--- src/design/tll_pkg.sv ---
// Shared types, token codes, character codes and keyword table for the TINY lexer.
// Depends on nothing; every other file of the block imports it.
package tll_pkg;

    localparam int LINE_BITS    = 16;
    localparam int NUM_BITS     = 32;
    localparam int PREFIX_LEN   = 6;
    localparam int PREFIX_IDX_W = $clog2(PREFIX_LEN);
    localparam int QDEPTH       = 4;
    localparam int QPTR_W       = $clog2(QDEPTH);

    // Token kinds
    localparam logic [4:0] K_IF     = 5'd0;
    localparam logic [4:0] K_THEN   = 5'd1;
    localparam logic [4:0] K_ELSE   = 5'd2;
    localparam logic [4:0] K_END    = 5'd3;
    localparam logic [4:0] K_REPEAT = 5'd4;
    localparam logic [4:0] K_UNTIL  = 5'd5;
    localparam logic [4:0] K_READ   = 5'd6;
    localparam logic [4:0] K_WRITE  = 5'd7;
    localparam logic [4:0] K_ASSIGN = 5'd8;
    localparam logic [4:0] K_EQUAL  = 5'd9;
    localparam logic [4:0] K_LESS   = 5'd10;
    localparam logic [4:0] K_PLUS   = 5'd11;
    localparam logic [4:0] K_MINUS  = 5'd12;
    localparam logic [4:0] K_TIMES  = 5'd13;
    localparam logic [4:0] K_DIVIDE = 5'd14;
    localparam logic [4:0] K_POWER  = 5'd15;
    localparam logic [4:0] K_SEMI   = 5'd16;
    localparam logic [4:0] K_LPAREN = 5'd17;
    localparam logic [4:0] K_RPAREN = 5'd18;
    localparam logic [4:0] K_LBRACE = 5'd19;
    localparam logic [4:0] K_RBRACE = 5'd20;
    localparam logic [4:0] K_ID     = 5'd21;
    localparam logic [4:0] K_NUM    = 5'd22;
    localparam logic [4:0] K_EOF    = 5'd23;
    localparam logic [4:0] K_ERROR  = 5'd24;

    // ASCII codes
    localparam logic [7:0] CH_TAB        = 8'h09;
    localparam logic [7:0] CH_LF         = 8'h0a;
    localparam logic [7:0] CH_CR         = 8'h0d;
    localparam logic [7:0] CH_SPACE      = 8'h20;
    localparam logic [7:0] CH_LPAREN     = 8'h28;
    localparam logic [7:0] CH_RPAREN     = 8'h29;
    localparam logic [7:0] CH_STAR       = 8'h2a;
    localparam logic [7:0] CH_PLUS       = 8'h2b;
    localparam logic [7:0] CH_MINUS      = 8'h2d;
    localparam logic [7:0] CH_SLASH      = 8'h2f;
    localparam logic [7:0] CH_ZERO       = 8'h30;
    localparam logic [7:0] CH_NINE       = 8'h39;
    localparam logic [7:0] CH_COLON      = 8'h3a;
    localparam logic [7:0] CH_SEMI       = 8'h3b;
    localparam logic [7:0] CH_LESS       = 8'h3c;
    localparam logic [7:0] CH_EQUAL      = 8'h3d;
    localparam logic [7:0] CH_UPPER_A    = 8'h41;
    localparam logic [7:0] CH_UPPER_Z    = 8'h5a;
    localparam logic [7:0] CH_CARET      = 8'h5e;
    localparam logic [7:0] CH_UNDERSCORE = 8'h5f;
    localparam logic [7:0] CH_LOWER_A    = 8'h61;
    localparam logic [7:0] CH_LOWER_Z    = 8'h7a;
    localparam logic [7:0] CH_LBRACE     = 8'h7b;
    localparam logic [7:0] CH_RBRACE     = 8'h7d;

    typedef logic [PREFIX_LEN-1:0][7:0] prefix_t;

    typedef struct packed {
        logic [4:0]  kind;
        logic [15:0] len;
        logic [31:0] value;
    } token_t;

    // One queue word: the tokens caused by one character, with their line.
    typedef struct packed {
        token_t      first;
        token_t      second;
        logic        pair;
        logic [15:0] line;
    } entry_t;

    // Keyword text, first character in the lowest byte; index equals the kind.
    localparam prefix_t KW_TEXT [8] = '{
        48'h0000_0000_6669,
        48'h0000_6e65_6874,
        48'h0000_6573_6c65,
        48'h0000_0064_6e65,
        48'h7461_6570_6572,
        48'h006c_6974_6e75,
        48'h0000_6461_6572,
        48'h0065_7469_7277
    };

    function automatic logic [4:0] ident_kind(prefix_t p, logic [15:0] len);
        logic [4:0] kind;
        kind = K_ID;
        if (len <= 16'(PREFIX_LEN))
        begin
            for (int i = 7; i >= 0; i--)
            begin
                if (p == KW_TEXT[i])
                begin
                    kind = 5'(i);
                end
            end
        end
        return kind;
    endfunction

endpackage

--- src/design/tll_front.sv ---
// Scanner front end: accepts one character a cycle unless the queue is full, keeps the
// scan state and packs the tokens each character causes into one queue word. Uses tll_pkg.
module tll_front (
    input  logic            clk,
    input  logic            rst_n,
    input  logic            in_valid,
    output logic            in_stall,
    input  logic [7:0]      ch,
    input  logic            end_of_input,
    input  logic            q_full,
    output logic            push,
    output tll_pkg::entry_t push_entry
);
    import tll_pkg::*;

    typedef enum logic [4:0] {
        M_IDLE    = 5'b00001,
        M_IDENT   = 5'b00010,
        M_NUMBER  = 5'b00100,
        M_COLON   = 5'b01000,
        M_COMMENT = 5'b10000
    } mode_t;

    mode_t                mode_reg, mode_next;
    prefix_t              prefix_reg, prefix_next;
    logic [15:0]          len_reg, len_next;
    logic [NUM_BITS-1:0]  acc_reg, acc_next;
    logic [LINE_BITS-1:0] line_reg, line_next;

    logic                 in_fire;
    logic                 is_letter, is_digit, is_ws, is_nl;
    logic [NUM_BITS-1:0]  digit;
    logic [NUM_BITS+3:0]  acc_wide;
    logic [NUM_BITS-1:0]  acc_step;
    logic [15:0]          len_bump;
    logic [LINE_BITS-1:0] line_inc;
    logic [4:0]           sym_kind;
    token_t               pre_tok, idle_tok;
    logic                 pre_v, idle_v, go_idle;

    assign in_stall = q_full;
    assign in_fire  = in_valid & ~in_stall;

    assign is_letter = ((ch >= CH_LOWER_A) && (ch <= CH_LOWER_Z))
                    || ((ch >= CH_UPPER_A) && (ch <= CH_UPPER_Z));
    assign is_digit  = (ch >= CH_ZERO) && (ch <= CH_NINE);
    assign is_nl     = (ch == CH_LF);
    assign is_ws     = (ch == CH_SPACE) || (ch == CH_TAB) || (ch == CH_CR);

    // acc * 10 + digit, saturate when anything spills past NUM_BITS
    assign digit    = NUM_BITS'(ch[3:0]);
    assign acc_wide = ({4'b0, acc_reg} << 3) + ({4'b0, acc_reg} << 1) + {4'b0, digit};
    assign acc_step = (acc_wide[NUM_BITS+3:NUM_BITS] != 4'b0) ? {NUM_BITS{1'b1}}
                                                              : acc_wide[NUM_BITS-1:0];

    assign len_bump = (len_reg != 16'hffff) ? len_reg + 16'd1 : len_reg;
    assign line_inc = (line_reg != {LINE_BITS{1'b1}}) ? line_reg + LINE_BITS'(1) : line_reg;

    always_comb
    begin
        unique case (ch)
            CH_EQUAL:  sym_kind = K_EQUAL;
            CH_LESS:   sym_kind = K_LESS;
            CH_PLUS:   sym_kind = K_PLUS;
            CH_MINUS:  sym_kind = K_MINUS;
            CH_STAR:   sym_kind = K_TIMES;
            CH_SLASH:  sym_kind = K_DIVIDE;
            CH_CARET:  sym_kind = K_POWER;
            CH_SEMI:   sym_kind = K_SEMI;
            CH_LPAREN: sym_kind = K_LPAREN;
            CH_RPAREN: sym_kind = K_RPAREN;
            default:   sym_kind = K_ERROR;
        endcase
    end

    always_comb
    begin
        mode_next   = mode_reg;
        prefix_next = prefix_reg;
        len_next    = len_reg;
        acc_next    = acc_reg;
        line_next   = line_reg;
        pre_v       = 1'b0;
        pre_tok     = '0;
        idle_v      = 1'b0;
        idle_tok    = '0;
        go_idle     = 1'b0;

        if (end_of_input)
        begin
            // flush the pending token, then end-of-file
            unique case (mode_reg)
                M_IDENT:
                begin
                    pre_v   = 1'b1;
                    pre_tok = '{ident_kind(prefix_reg, len_reg), len_reg, 32'd0};
                end
                M_NUMBER:
                begin
                    pre_v   = 1'b1;
                    pre_tok = '{K_NUM, len_reg, 32'(acc_reg)};
                end
                M_COLON:
                begin
                    pre_v   = 1'b1;
                    pre_tok = '{K_ERROR, 16'd1, 32'd0};
                end
                M_COMMENT:
                begin
                    pre_v   = 1'b1;
                    pre_tok = '{K_RBRACE, 16'd1, 32'd0};
                end
                default:
                begin
                    pre_v = 1'b0;
                end
            endcase
            idle_v      = 1'b1;
            idle_tok    = '{K_EOF, 16'd0, 32'd0};
            mode_next   = M_IDLE;
            prefix_next = '0;
            len_next    = '0;
            acc_next    = '0;
        end
        else
        begin
            unique case (mode_reg)
                M_COMMENT:
                begin
                    if (ch == CH_RBRACE)
                    begin
                        pre_v     = 1'b1;
                        pre_tok   = '{K_RBRACE, 16'd1, 32'd0};
                        mode_next = M_IDLE;
                    end
                    else if (is_nl)
                    begin
                        line_next = line_inc;
                    end
                end
                M_COLON:
                begin
                    pre_v = 1'b1;
                    if (ch == CH_EQUAL)
                    begin
                        pre_tok   = '{K_ASSIGN, 16'd2, 32'd0};
                        mode_next = M_IDLE;
                    end
                    else
                    begin
                        pre_tok = '{K_ERROR, 16'd1, 32'd0};
                        go_idle = 1'b1;
                    end
                end
                M_IDENT:
                begin
                    if (is_letter || (ch == CH_UNDERSCORE))
                    begin
                        if (len_reg < 16'(PREFIX_LEN))
                        begin
                            prefix_next[len_reg[PREFIX_IDX_W-1:0]] = ch;
                        end
                        len_next = len_bump;
                    end
                    else
                    begin
                        pre_v   = 1'b1;
                        pre_tok = '{ident_kind(prefix_reg, len_reg), len_reg, 32'd0};
                        go_idle = 1'b1;
                    end
                end
                M_NUMBER:
                begin
                    if (is_digit)
                    begin
                        acc_next = acc_step;
                        len_next = len_bump;
                    end
                    else
                    begin
                        pre_v   = 1'b1;
                        pre_tok = '{K_NUM, len_reg, 32'(acc_reg)};
                        go_idle = 1'b1;
                    end
                end
                default:
                begin
                    go_idle = 1'b1;
                end
            endcase

            if (go_idle)
            begin
                mode_next   = M_IDLE;
                prefix_next = '0;
                len_next    = '0;
                acc_next    = '0;
                if (is_nl)
                begin
                    line_next = line_inc;
                end
                else if (is_ws)
                begin
                    mode_next = M_IDLE;
                end
                else if (is_letter)
                begin
                    mode_next      = M_IDENT;
                    prefix_next[0] = ch;
                    len_next       = 16'd1;
                end
                else if (is_digit)
                begin
                    mode_next = M_NUMBER;
                    acc_next  = digit;
                    len_next  = 16'd1;
                end
                else if (ch == CH_COLON)
                begin
                    mode_next = M_COLON;
                end
                else if (ch == CH_LBRACE)
                begin
                    idle_v    = 1'b1;
                    idle_tok  = '{K_LBRACE, 16'd1, 32'd0};
                    mode_next = M_COMMENT;
                end
                else
                begin
                    idle_v   = 1'b1;
                    idle_tok = '{sym_kind, 16'd1, 32'd0};
                end
            end
        end
    end

    // both tokens of a character share the line seen before any newline count
    assign push              = in_fire & (pre_v | idle_v);
    assign push_entry.first  = pre_v ? pre_tok : idle_tok;
    assign push_entry.second = idle_tok;
    assign push_entry.pair   = pre_v & idle_v;
    assign push_entry.line   = 16'(line_reg);

    always_ff @(posedge clk or negedge rst_n)
    begin
        if (!rst_n)
        begin
            mode_reg   <= M_IDLE;
            prefix_reg <= '0;
            len_reg    <= '0;
            acc_reg    <= '0;
            line_reg   <= LINE_BITS'(1);
        end
        else if (in_fire)
        begin
            mode_reg   <= mode_next;
            prefix_reg <= prefix_next;
            len_reg    <= len_next;
            acc_reg    <= acc_next;
            line_reg   <= line_next;
        end
    end

    assert property (@(posedge clk) disable iff (!rst_n)
        (in_fire && end_of_input) |=> (mode_reg == M_IDLE && len_reg == '0))
        else $error("scanner not idle after end of input");

    assert property (@(posedge clk) disable iff (!rst_n)
        (mode_reg == M_COMMENT || mode_reg == M_COLON) |-> (len_reg == '0 && acc_reg == '0))
        else $error("pending lexeme left over inside comment or colon");

endmodule

--- src/design/tll_queue.sv ---
// Short register queue of token words between the scanner and the output side.
// Uses tll_pkg for the word type and depth.
module tll_queue (
    input  logic            clk,
    input  logic            rst_n,
    input  logic            push,
    input  tll_pkg::entry_t push_entry,
    output logic            full,
    input  logic            pop,
    output logic            avail,
    output tll_pkg::entry_t head
);
    import tll_pkg::*;

    entry_t            mem_reg [QDEPTH];
    logic [QPTR_W-1:0] wr_ptr_reg, rd_ptr_reg;
    logic [QPTR_W:0]   count_reg, count_next;

    assign full  = (count_reg == (QPTR_W+1)'(QDEPTH));
    assign avail = (count_reg != '0);
    assign head  = mem_reg[rd_ptr_reg];

    always_comb
    begin
        count_next = count_reg;
        if (push && !pop)
        begin
            count_next = count_reg + (QPTR_W+1)'(1);
        end
        else if (pop && !push)
        begin
            count_next = count_reg - (QPTR_W+1)'(1);
        end
    end

    always_ff @(posedge clk or negedge rst_n)
    begin
        if (!rst_n)
        begin
            wr_ptr_reg <= '0;
            rd_ptr_reg <= '0;
            count_reg  <= '0;
        end
        else
        begin
            if (push)
            begin
                wr_ptr_reg <= wr_ptr_reg + QPTR_W'(1);
            end
            if (pop)
            begin
                rd_ptr_reg <= rd_ptr_reg + QPTR_W'(1);
            end
            count_reg <= count_next;
        end
    end

    always_ff @(posedge clk)
    begin
        if (push)
        begin
            mem_reg[wr_ptr_reg] <= push_entry;
        end
    end

    assert property (@(posedge clk) disable iff (!rst_n)
        count_reg <= (QPTR_W+1)'(QDEPTH))
        else $error("queue count beyond depth");

    assert property (@(posedge clk) disable iff (!rst_n)
        pop |-> (count_reg != '0))
        else $error("pop from empty queue");

endmodule

--- src/design/tll_back.sv ---
// Output side: takes token words from the queue and presents their tokens one
// at a time on the result channel. Uses tll_pkg.
module tll_back (
    input  logic            clk,
    input  logic            rst_n,
    input  logic            avail,
    input  tll_pkg::entry_t head,
    output logic            pop,
    output logic            out_valid,
    input  logic            out_stall,
    output logic [4:0]      token_kind,
    output logic [15:0]     line_number,
    output logic [15:0]     token_length,
    output logic [31:0]     num_value,
    output logic            last
);
    import tll_pkg::*;

    entry_t entry_reg;
    logic   busy_reg;
    logic   sel_reg;
    logic   out_fire;
    token_t tok;

    assign tok          = sel_reg ? entry_reg.second : entry_reg.first;
    assign out_valid    = busy_reg;
    assign token_kind   = tok.kind;
    assign line_number  = entry_reg.line;
    assign token_length = tok.len;
    assign num_value    = tok.value;
    assign last         = ~entry_reg.pair | sel_reg;

    assign out_fire = busy_reg & ~out_stall;
    assign pop      = avail & (~busy_reg | (out_fire & last));

    always_ff @(posedge clk or negedge rst_n)
    begin
        if (!rst_n)
        begin
            busy_reg <= 1'b0;
            sel_reg  <= 1'b0;
        end
        else if (pop)
        begin
            busy_reg <= 1'b1;
            sel_reg  <= 1'b0;
        end
        else if (out_fire)
        begin
            if (last)
            begin
                busy_reg <= 1'b0;
            end
            else
            begin
                sel_reg <= 1'b1;
            end
        end
    end

    always_ff @(posedge clk)
    begin
        if (pop)
        begin
            entry_reg <= head;
        end
    end

    assert property (@(posedge clk) disable iff (!rst_n)
        (out_valid && !out_stall && !last) |=> (out_valid && last))
        else $error("second token of a pair did not follow");

endmodule

--- src/design/tiny_language_lexer.sv ---
// Top level of the TINY lexer: scanner front end, token queue and output side.
// Uses tll_pkg, tll_front, tll_queue and tll_back.
//
// The lexer takes one source character per word on the input channel and
// returns TINY tokens on the result channel, each with its kind, source line,
// lexeme length and (for numbers) saturated decimal value; last marks the
// final token caused by one character, which causes none, one or two tokens.
// A character is taken every cycle while the queue is not full: the scan state
// (mode, six-character keyword prefix, length, number accumulator, line count)
// is updated for each character, and the tokens it causes are written as one
// word into a four-deep queue. The output side drains that queue at one token
// per cycle while the result side does not stall, so a character causing two
// tokens is presented as two separate tokens; a token is written into the queue
// and then into the output register before it is offered on the result channel.
// The input stalls only while the queue is full. No clearing pass follows reset.
module tiny_language_lexer (
    input  logic        clk,
    input  logic        rst_n,
    input  logic        in_valid,
    output logic        in_stall,
    input  logic [7:0]  ch,
    input  logic        end_of_input,
    output logic        out_valid,
    input  logic        out_stall,
    output logic [4:0]  token_kind,
    output logic [15:0] line_number,
    output logic [15:0] token_length,
    output logic [31:0] num_value,
    output logic        last
);
    import tll_pkg::*;

    // front to queue
    logic   push;
    entry_t push_entry;
    logic   q_full;

    // queue to back
    logic   pop;
    logic   avail;
    entry_t head;

    // Classify each character and advance the scan state.
    tll_front u_front (
        .clk          (clk),
        .rst_n        (rst_n),
        .in_valid     (in_valid),
        .in_stall     (in_stall),
        .ch           (ch),
        .end_of_input (end_of_input),
        .q_full       (q_full),
        .push         (push),
        .push_entry   (push_entry)
    );

    // Hold token words so the two sides stall independently.
    tll_queue u_queue (
        .clk        (clk),
        .rst_n      (rst_n),
        .push       (push),
        .push_entry (push_entry),
        .full       (q_full),
        .pop        (pop),
        .avail      (avail),
        .head       (head)
    );

    // Unpack each word into single tokens on the result channel.
    tll_back u_back (
        .clk          (clk),
        .rst_n        (rst_n),
        .avail        (avail),
        .head         (head),
        .pop          (pop),
        .out_valid    (out_valid),
        .out_stall    (out_stall),
        .token_kind   (token_kind),
        .line_number  (line_number),
        .token_length (token_length),
        .num_value    (num_value),
        .last         (last)
    );

endmodule

--- config.mk ---
export PLATFORM = sky130hd
export DESIGN_NAME = tiny_language_lexer
export DESIGN_NICKNAME = d
export VERILOG_FILES = /design/src/design/tll_pkg.sv /design/src/design/tll_front.sv /design/src/design/tll_queue.sv /design/src/design/tll_back.sv /design/src/design/tiny_language_lexer.sv
export SDC_FILE = /design/constraint.sdc
export NUM_CORES = 1
export LEC_CHECK = 0
export BUFFER_PORTS_ARGS = -buffer_cell sky130_fd_sc_hd__buf_2
export CAP_MARGIN = 15
export CORE_MARGIN = 2
export CORE_UTILIZATION = 30
export CTS_BUF_LIST = sky130_fd_sc_hd__clkbuf_4
export CTS_CLUSTER_SIZE = 16
export DETAILED_ROUTE_END_ITERATION = 8
export GPL_TIMING_DRIVEN = 1
export MAX_ROUTING_LAYER = met4
export PLACE_DENSITY_LB_ADDON = 0.25
export RECOVER_POWER = 25
export SLEW_MARGIN = 20
export SYNTH_ARGS = -nofsm -noshare
export SYNTH_HDL_FRONTEND = slang
export SYNTH_HIERARCHICAL = 1
export SYNTH_SLANG_ARGS = --single-unit
--- constraint.sdc ---
create_clock -name clk -period 5.51 [get_ports clk]
set_input_delay 1.102 -clock clk [delete_from_list [all_inputs] [get_ports clk]]
set_output_delay 1.102 -clock clk [all_outputs]
set_load 0.005 [all_outputs]
Word level (Yosys, flattened, before mapping)

Memories as Yosys holds them, arrays and structs flattened. A register that Yosys moved wholly into a read port is not among the register bits.
Index checks and enable logic that the tools add are counted.

Register bits after elaboration: 126
Latch bits: 0
Memory bits (writable): 492
Memory bits (read-only): 0
Bits of input ports: 13
Output and inout bits: 72
Logic and storage cells: 218
Memories kept: 1

Memories:

| name            | depth | width | rd ports | clocked after Yosys merged registers in | wr ports | RTL line        | RTL |
|---|---|---|---|---|---|---|---|
| u_queue.mem_reg | 4     | 123   | 1        | 1                                       | 1        | tll_queue.sv:15 | `entry_t mem_reg [QDEPTH];` |

Add/subtract/negate cells: 8
$mul: 0
Div/mod/pow operators: 0
$lt $le $gt $ge: 10
Eq/ne operators: 38
Shift operators: 0
Muxes and demuxes: 100
Bitwise gates (word level): 14
Reduce and logical (&&, ||, !) cells: 32

Operators with widths:

| operator                                              | number |
|---|---|
| 2-to-1 mux 53 bit                                     | 15 |
| one-hot mux 53 bit (4 select lines)                   | 2 |
| 2-to-1 mux 32 bit                                     | 8 |
| 2-to-1 mux 48 bit                                     | 5 |
| 2-to-1 mux 16 bit                                     | 14 |
| equality test 48 x 31 -> 1 bit, second input constant | 3 |
| equality test 48 x 39 -> 1 bit, second input constant | 2 |
| 2-to-1 mux 5 bit                                      | 19 |
| equality test 8 x 6 -> 1 bit, second input constant   | 11 |
| one-hot mux 5 bit (10 select lines)                   | 1 |
| bitwise mux 48 bit                                    | 1 |
| equality test 48 x 15 -> 1 bit, second input constant | 1 |
| equality test 48 x 23 -> 1 bit, second input constant | 1 |
| equality test 48 x 47 -> 1 bit, second input constant | 1 |
| adder 35 x 33 -> 36 bit                               | 1 |
| adder 36 x 4 -> 36 bit                                | 1 |
| adder 16 x 1 -> 16 bit, second input constant         | 2 |
| equality test 8 x 7 -> 1 bit, second input constant   | 4 |
| 2-to-1 mux 8 bit                                      | 4 |
| != test 16 bit, second input constant                 | 2 |
| one-hot mux 16 bit (2 select lines)                   | 1 |
| demux 8 bit (select 3 bit)                            | 1 |
| equality test 8 x 4 -> 1 bit, second input constant   | 3 |
| 2-to-1 mux 1 bit                                      | 23 |
| other kinds (35)                                      | 76 |

Longest topological paths before layout

Depth after elaboration: 15
Depth in mapped cells: 17
Gate-level depth less buffers: 14

Modules after synthesis

The synthesis kept the hierarchy.

Modules (own cells, without submodules):

| module    | times used | cells each | area each (um^2) | seq. area each (um^2) |
|---|---|---|---|---|
| tll_queue | 1          | 677        | 18119.9          | 14949.3 |
| tll_front | 1          | 1134       | 9636.7           | 2930.3 |
| tll_back  | 1          | 209        | 4802.1           | 3743.6 |

Worst setup path after synthesis

OpenSTA, ideal clock, no wires.

Path type: input port to flip-flop
From: input port ch[3]
To: memory u_queue/mem_reg[1][0] (netlist name), enable pin
Setup time: 497 ps
Arrival: 5851 ps
Required time: 5013 ps
Setup slack: -837 ps
Cell stages on the path: 11
Buffers on the path: 2
Path through: clkbuf_1 nand4b_1 nor4_1 nor3_1 a21oi_1 nand2_1 a21oi_1 o21a_1 buf_2 o31a_1 and2_1

Cells in the longest elaborated chain, start to end: 13
Elaborated cells between the ends (all ways): 40
Classes of those cells: order compare: 6; eq/ne: 8; mux: 17; bitwise: 2; reduce/logical: 7

Ends and longest elaborated chain:

| element                                                                  | RTL line                         | RTL |
|---|---|---|
| start, declared                                                          | tiny_language_lexer.sv:21        | `input logic [7:0] ch,` |
| greater-or-equal comparator 8 x 7 -> 1 bit, or another cell as far along | tll_front.sv:44                  | `assign is_letter = ((ch >= CH_LOWER_A) && (ch <= CH_LOWER_Z))` |
| logical AND 1 bit (on tied branches)                                     | tll_front.sv:44, tll_front.sv:45 |  |
| logical OR 1 bit                                                         | tll_front.sv:45                  | `\|\| ((ch >= CH_UPPER_A) && (ch <= CH_UPPER_Z));` |
| logical OR 1 bit                                                         | tll_front.sv:157                 | `if (is_letter \|\| (ch == CH_UNDERSCORE))` |
| 2-to-1 mux 1 bit                                                         | tll_front.sv:157                 |  |
| one-hot mux 1 bit (4 select lines)                                       | tll_front.sv:127                 | `unique case (mode_reg)` |
| 2-to-1 mux 1 bit                                                         | tll_front.sv:89                  | `if (end_of_input)` |
| 2-to-1 mux 1 bit                                                         | tll_front.sv:192                 | `if (go_idle)` |
| 2-to-1 mux 1 bit                                                         | tll_front.sv:89                  |  |
| bitwise OR 1 bit (*)                                                     | tll_front.sv:238                 | `assign push = in_fire & (pre_v \| idle_v);` |
| bitwise AND 1 bit (*)                                                    | tll_front.sv:238                 |  |
| net push                                                                 | tiny_language_lexer.sv:34        | `logic push;` |
| 2-to-1 mux 1 bit (*)                                                     | tll_queue.sv:60                  | `if (push)` |
| 2-to-1 mux 1 bit (implied by the code) (*)                               | tll_queue.sv:62                  | `mem_reg[wr_ptr_reg] <= push_entry;` |
| end, declared                                                            | tll_queue.sv:15                  |  |

The timed path passes the listed nets; every way through them passes the cells marked *. The select of a mux whose other input is x is not followed.

Worst setup path after layout

From: register u_queue.rd_ptr_reg[1]
To: register, netlist name u_back/entry_reg[95]

RTL lines:

| element                | RTL line        | RTL |
|---|---|---|
| start, declared        | tll_queue.sv:16 | `logic [QPTR_W-1:0] wr_ptr_reg, rd_ptr_reg;` |
| start signal, assigned | tll_queue.sv:52 | `rd_ptr_reg <= rd_ptr_reg + QPTR_W'(1);` |

No word-level cell between the ends.

==> run summary <==
initial drt markers: 1,200
#FFs+latches synth: 741
Post-synth EDFFs: 615
Layout area overhead: 13.29%
Adder-Cell Fraction of Synth Area: 2.874%
setup tns final: 0 ns
largest net degree at the start of global routing: 98
row cnt: 120
CTS tree: done
setup slack, reg-to-reg: 1.03 ns
I/O Buffers: 84
Yosys top cell area share: 56.72%
Worst-Margin Slew: 3.164 ns
Vias: 18,283
Final #Nets: 2,319
sequential share of the synthesized area: 66.41%
max reg flops: 492
worst min path class: in -> reg
Peak Freq: 223.0 MHz
Post-Syn Area: 32,560 um2
initial antenna violation count: 3
critical path arrival: 5.21 ns
global-route wire length before repair: 114.8 mm
htree depth: 4
Total Power: 16,540 uW
Lkg Pwr: 0.01343 uW
Post-Synth XOR/XNOR Area: 1.560%
Primary FF master, synth: edfxtp_1
drt pass-1 iters: 5
Reg clk slew, reported paths: 0.06 ns
WP buf/inv: 1
R2R depth: 2
final wirelength: 73.89 mm
RSZ-0062 raised after global routing: false
RR Endpoint: u_back/entry_reg[95]
maximum VDD drop: 252.5 uV
WP depth: 2
met1 usage: 17.98%
busiest grt layer: met2
total CTS buffers: 195
top cell family by delay on the critical path: buffers and inverters
max_cap viols: 4
Worst Setup Start Kind: register
Initial Utilization: 30.33%
mean post-synth cell area: 16.12 um2
Slowest-stage cell, CP: clkbuf_2
critical path data required time: 6.24 ns
cells after synthesis: 2,020
# setup viols final: 0
Hold Violations, Final: 0
pre-CTS WS: 0.6781 ns
io pins: 85
critical path peak fanout: 97
Compound-Gate Fraction of Synth Area: 6.010%
Tcrit/Tclk final: 81.38%
post-synthesis cell type count: 93
largest family of logic cells by synthesized area: multiplexers
worst path cell trace: clkbuf_2, mux4_2
Die H: 333.4 um
Critical Path End Type: register
Clock Skew: 0.07403 ns
Worst R2R Start: u_queue/rd_ptr_reg[1]
Total GRT Usage: 13.84%
routability congestion estimate: 0.8515
simple-gate share of the synthesized area: 8.151%
Post-CTS Setup Bufs: 0
core area: 107,400 um2
clk root buf: clkbuf_4
Finished Cell Area: 36,890 um2
Pwr Density: 448.4 nW/um2
failing checks: max-capacitance violations, max-slew violations
outcome: finished, violations left
GR Layer Usage met3: 3.186%
setup ws final: 1.026 ns
DR WL/cell: 19.50 um
Min-Delay Path Depth: 3
fin. max-slew vios: 244
synth top area cells: edfxtp_1 (57%), dfrtp_1 (9.5%), mux4_2 (8.5%), ha_1 (2.7%), mux2_4 (2.3%)
# DRC: 0
routing usage on met2: 21.10%
Yosys warning count: 6
Die Width: 333.4 um
mux share of post-synthesis cell area: 11.58%
Hold Path End: u_back/out_valid
WS Path Type: reg -> reg
largest stage delay on the critical path: 2.29 ns
relative slew slack: -110.9%
min-delay src: out_stall
grt ovf: 0
vias in the first global route: 19,016
via-per-instance ratio: 4.825
cell taking the most area after synthesis: edfxtp_1
commonest non-fill, non-tap cell in the layout: edfxtp_1
Sink Count: 741
dpl cell area: 34,390 um2
most frequent cells in the layout: edfxtp_1 (615), clkbuf_4 (293), mux4_2 (123)
min cycle time layout: 4.484 ns
clk_lat worst skew: 1.07 ns
CTS max path bufs: 3
Die Footprint: 111,200 um2
CTS resizes: 0
hpwl dp: 47.81 mm
layout cell share with drive strength beyond 1: 27.32%
Async SR Flop Fraction: 17.00%
post-route ant nets: 0
-- tightest hold or removal path, cell delays in order --
cell      delay (ns)
buf_2           0.09
o21ai_0         0.10
nand2b_1        0.08
-- logic make-up after synthesis --
logic type,after synthesis
other,1
AND/OR/NAND/NOR,488
XOR/XNOR,58
multiplexers,196
flip-flops,741
AO/OA/AOI/OAI,282
buffers and inverters,181
adder cells (fa/ha/maj),73
-- final cells by class --
cell class,instances,area [um2]
flip-flops and latches,741,21630
clock inverters,50,312.8
clock buffers,293,2200
diodes,7,17.52
fillers,10317,70470
inverters,32,120.1
repair buffers,119,818.3
well taps,1403,1755
multi-input cells,1144,10030
-- Yosys cell counts, types with 7 or more instances --
library cell / count
xnor2_1: 31
a221o_1: 24
a211oi_1: 9
o31ai_1: 23
nand3b_1: 8
nand4_1: 28
o21ai_1: 16
ha_1: 70
o21bai_1: 7
buf_6: 7
and3_1: 15
and2_1: 59
clkbuf_1: 39
a21oi_1: 61
a21o_1: 10
edfxtp_1: 615
nand3_1: 33
nand2b_1: 15
xor2_1: 27
o211ai_1: 9
nor3_1: 27
mux2_4: 49
o22ai_1: 10
dfrtp_1: 124
o21a_1: 9
inv_1: 32
mux4_2: 123
mux2_2: 20
a31oi_1: 11
or3_1: 10
buf_2: 28
o21ai_0: 41
nand2_1: 111
nor4_1: 25
nor2_1: 89
buf_4: 67
nor2b_1: 13
-- metrics by stage --
stage               util (%)  instances  hold WS, ns
detailed placement     32.03       3438       0.4680
finish                 34.36       3789       0.3827
global route           34.36       3789       0.2963
floorplan                  -       2066       0.4408
CTS                    34.38       3782       0.2016
global placement       32.03       3438       0.4535
-- worst max path at each step --
stage / from / end / slack, ns
after floorplan: out_stall / u_queue/count_reg[1] / 0.02
after global placement: ch[2] / u_queue/mem_reg[3][37] / 0.77
after detailed placement: ch[3] / u_front/acc_reg[9] / 0.68
after CTS: u_back/sel_reg / num_value[25] / 1.11
after global routing: u_queue/rd_ptr_reg[1] / u_back/entry_reg[47] / 0.73
final: u_queue/rd_ptr_reg[1] / u_back/entry_reg[95] / 1.03
-- report_power, final --
| group | internal [uW] | total (uW) | switching [uW] |
|---|---|---|---|
| clock | 2520 | 4760 | 2240 |
| sequential | 7480 | 7900 | 420 |
| combinational | 1880 | 3870 | 1990 |
| total | 11900 | 16500 | 4650 |
-- routing by layer --
layer  vias to the layer above  wire [um]
met1                      9240      33860
met2                       490      34740
met5                         -          0
li1                       8430          -
met4                         0       1570
met3                       123       3721
-- timing repair --
item | CTS | global route
hold buffers | 1 | 0
endpoints found under the setup margin | 0 | 0
endpoints found under the hold margin | 17 | 0
Note: power is estimated with default switching activity, not from simulation.
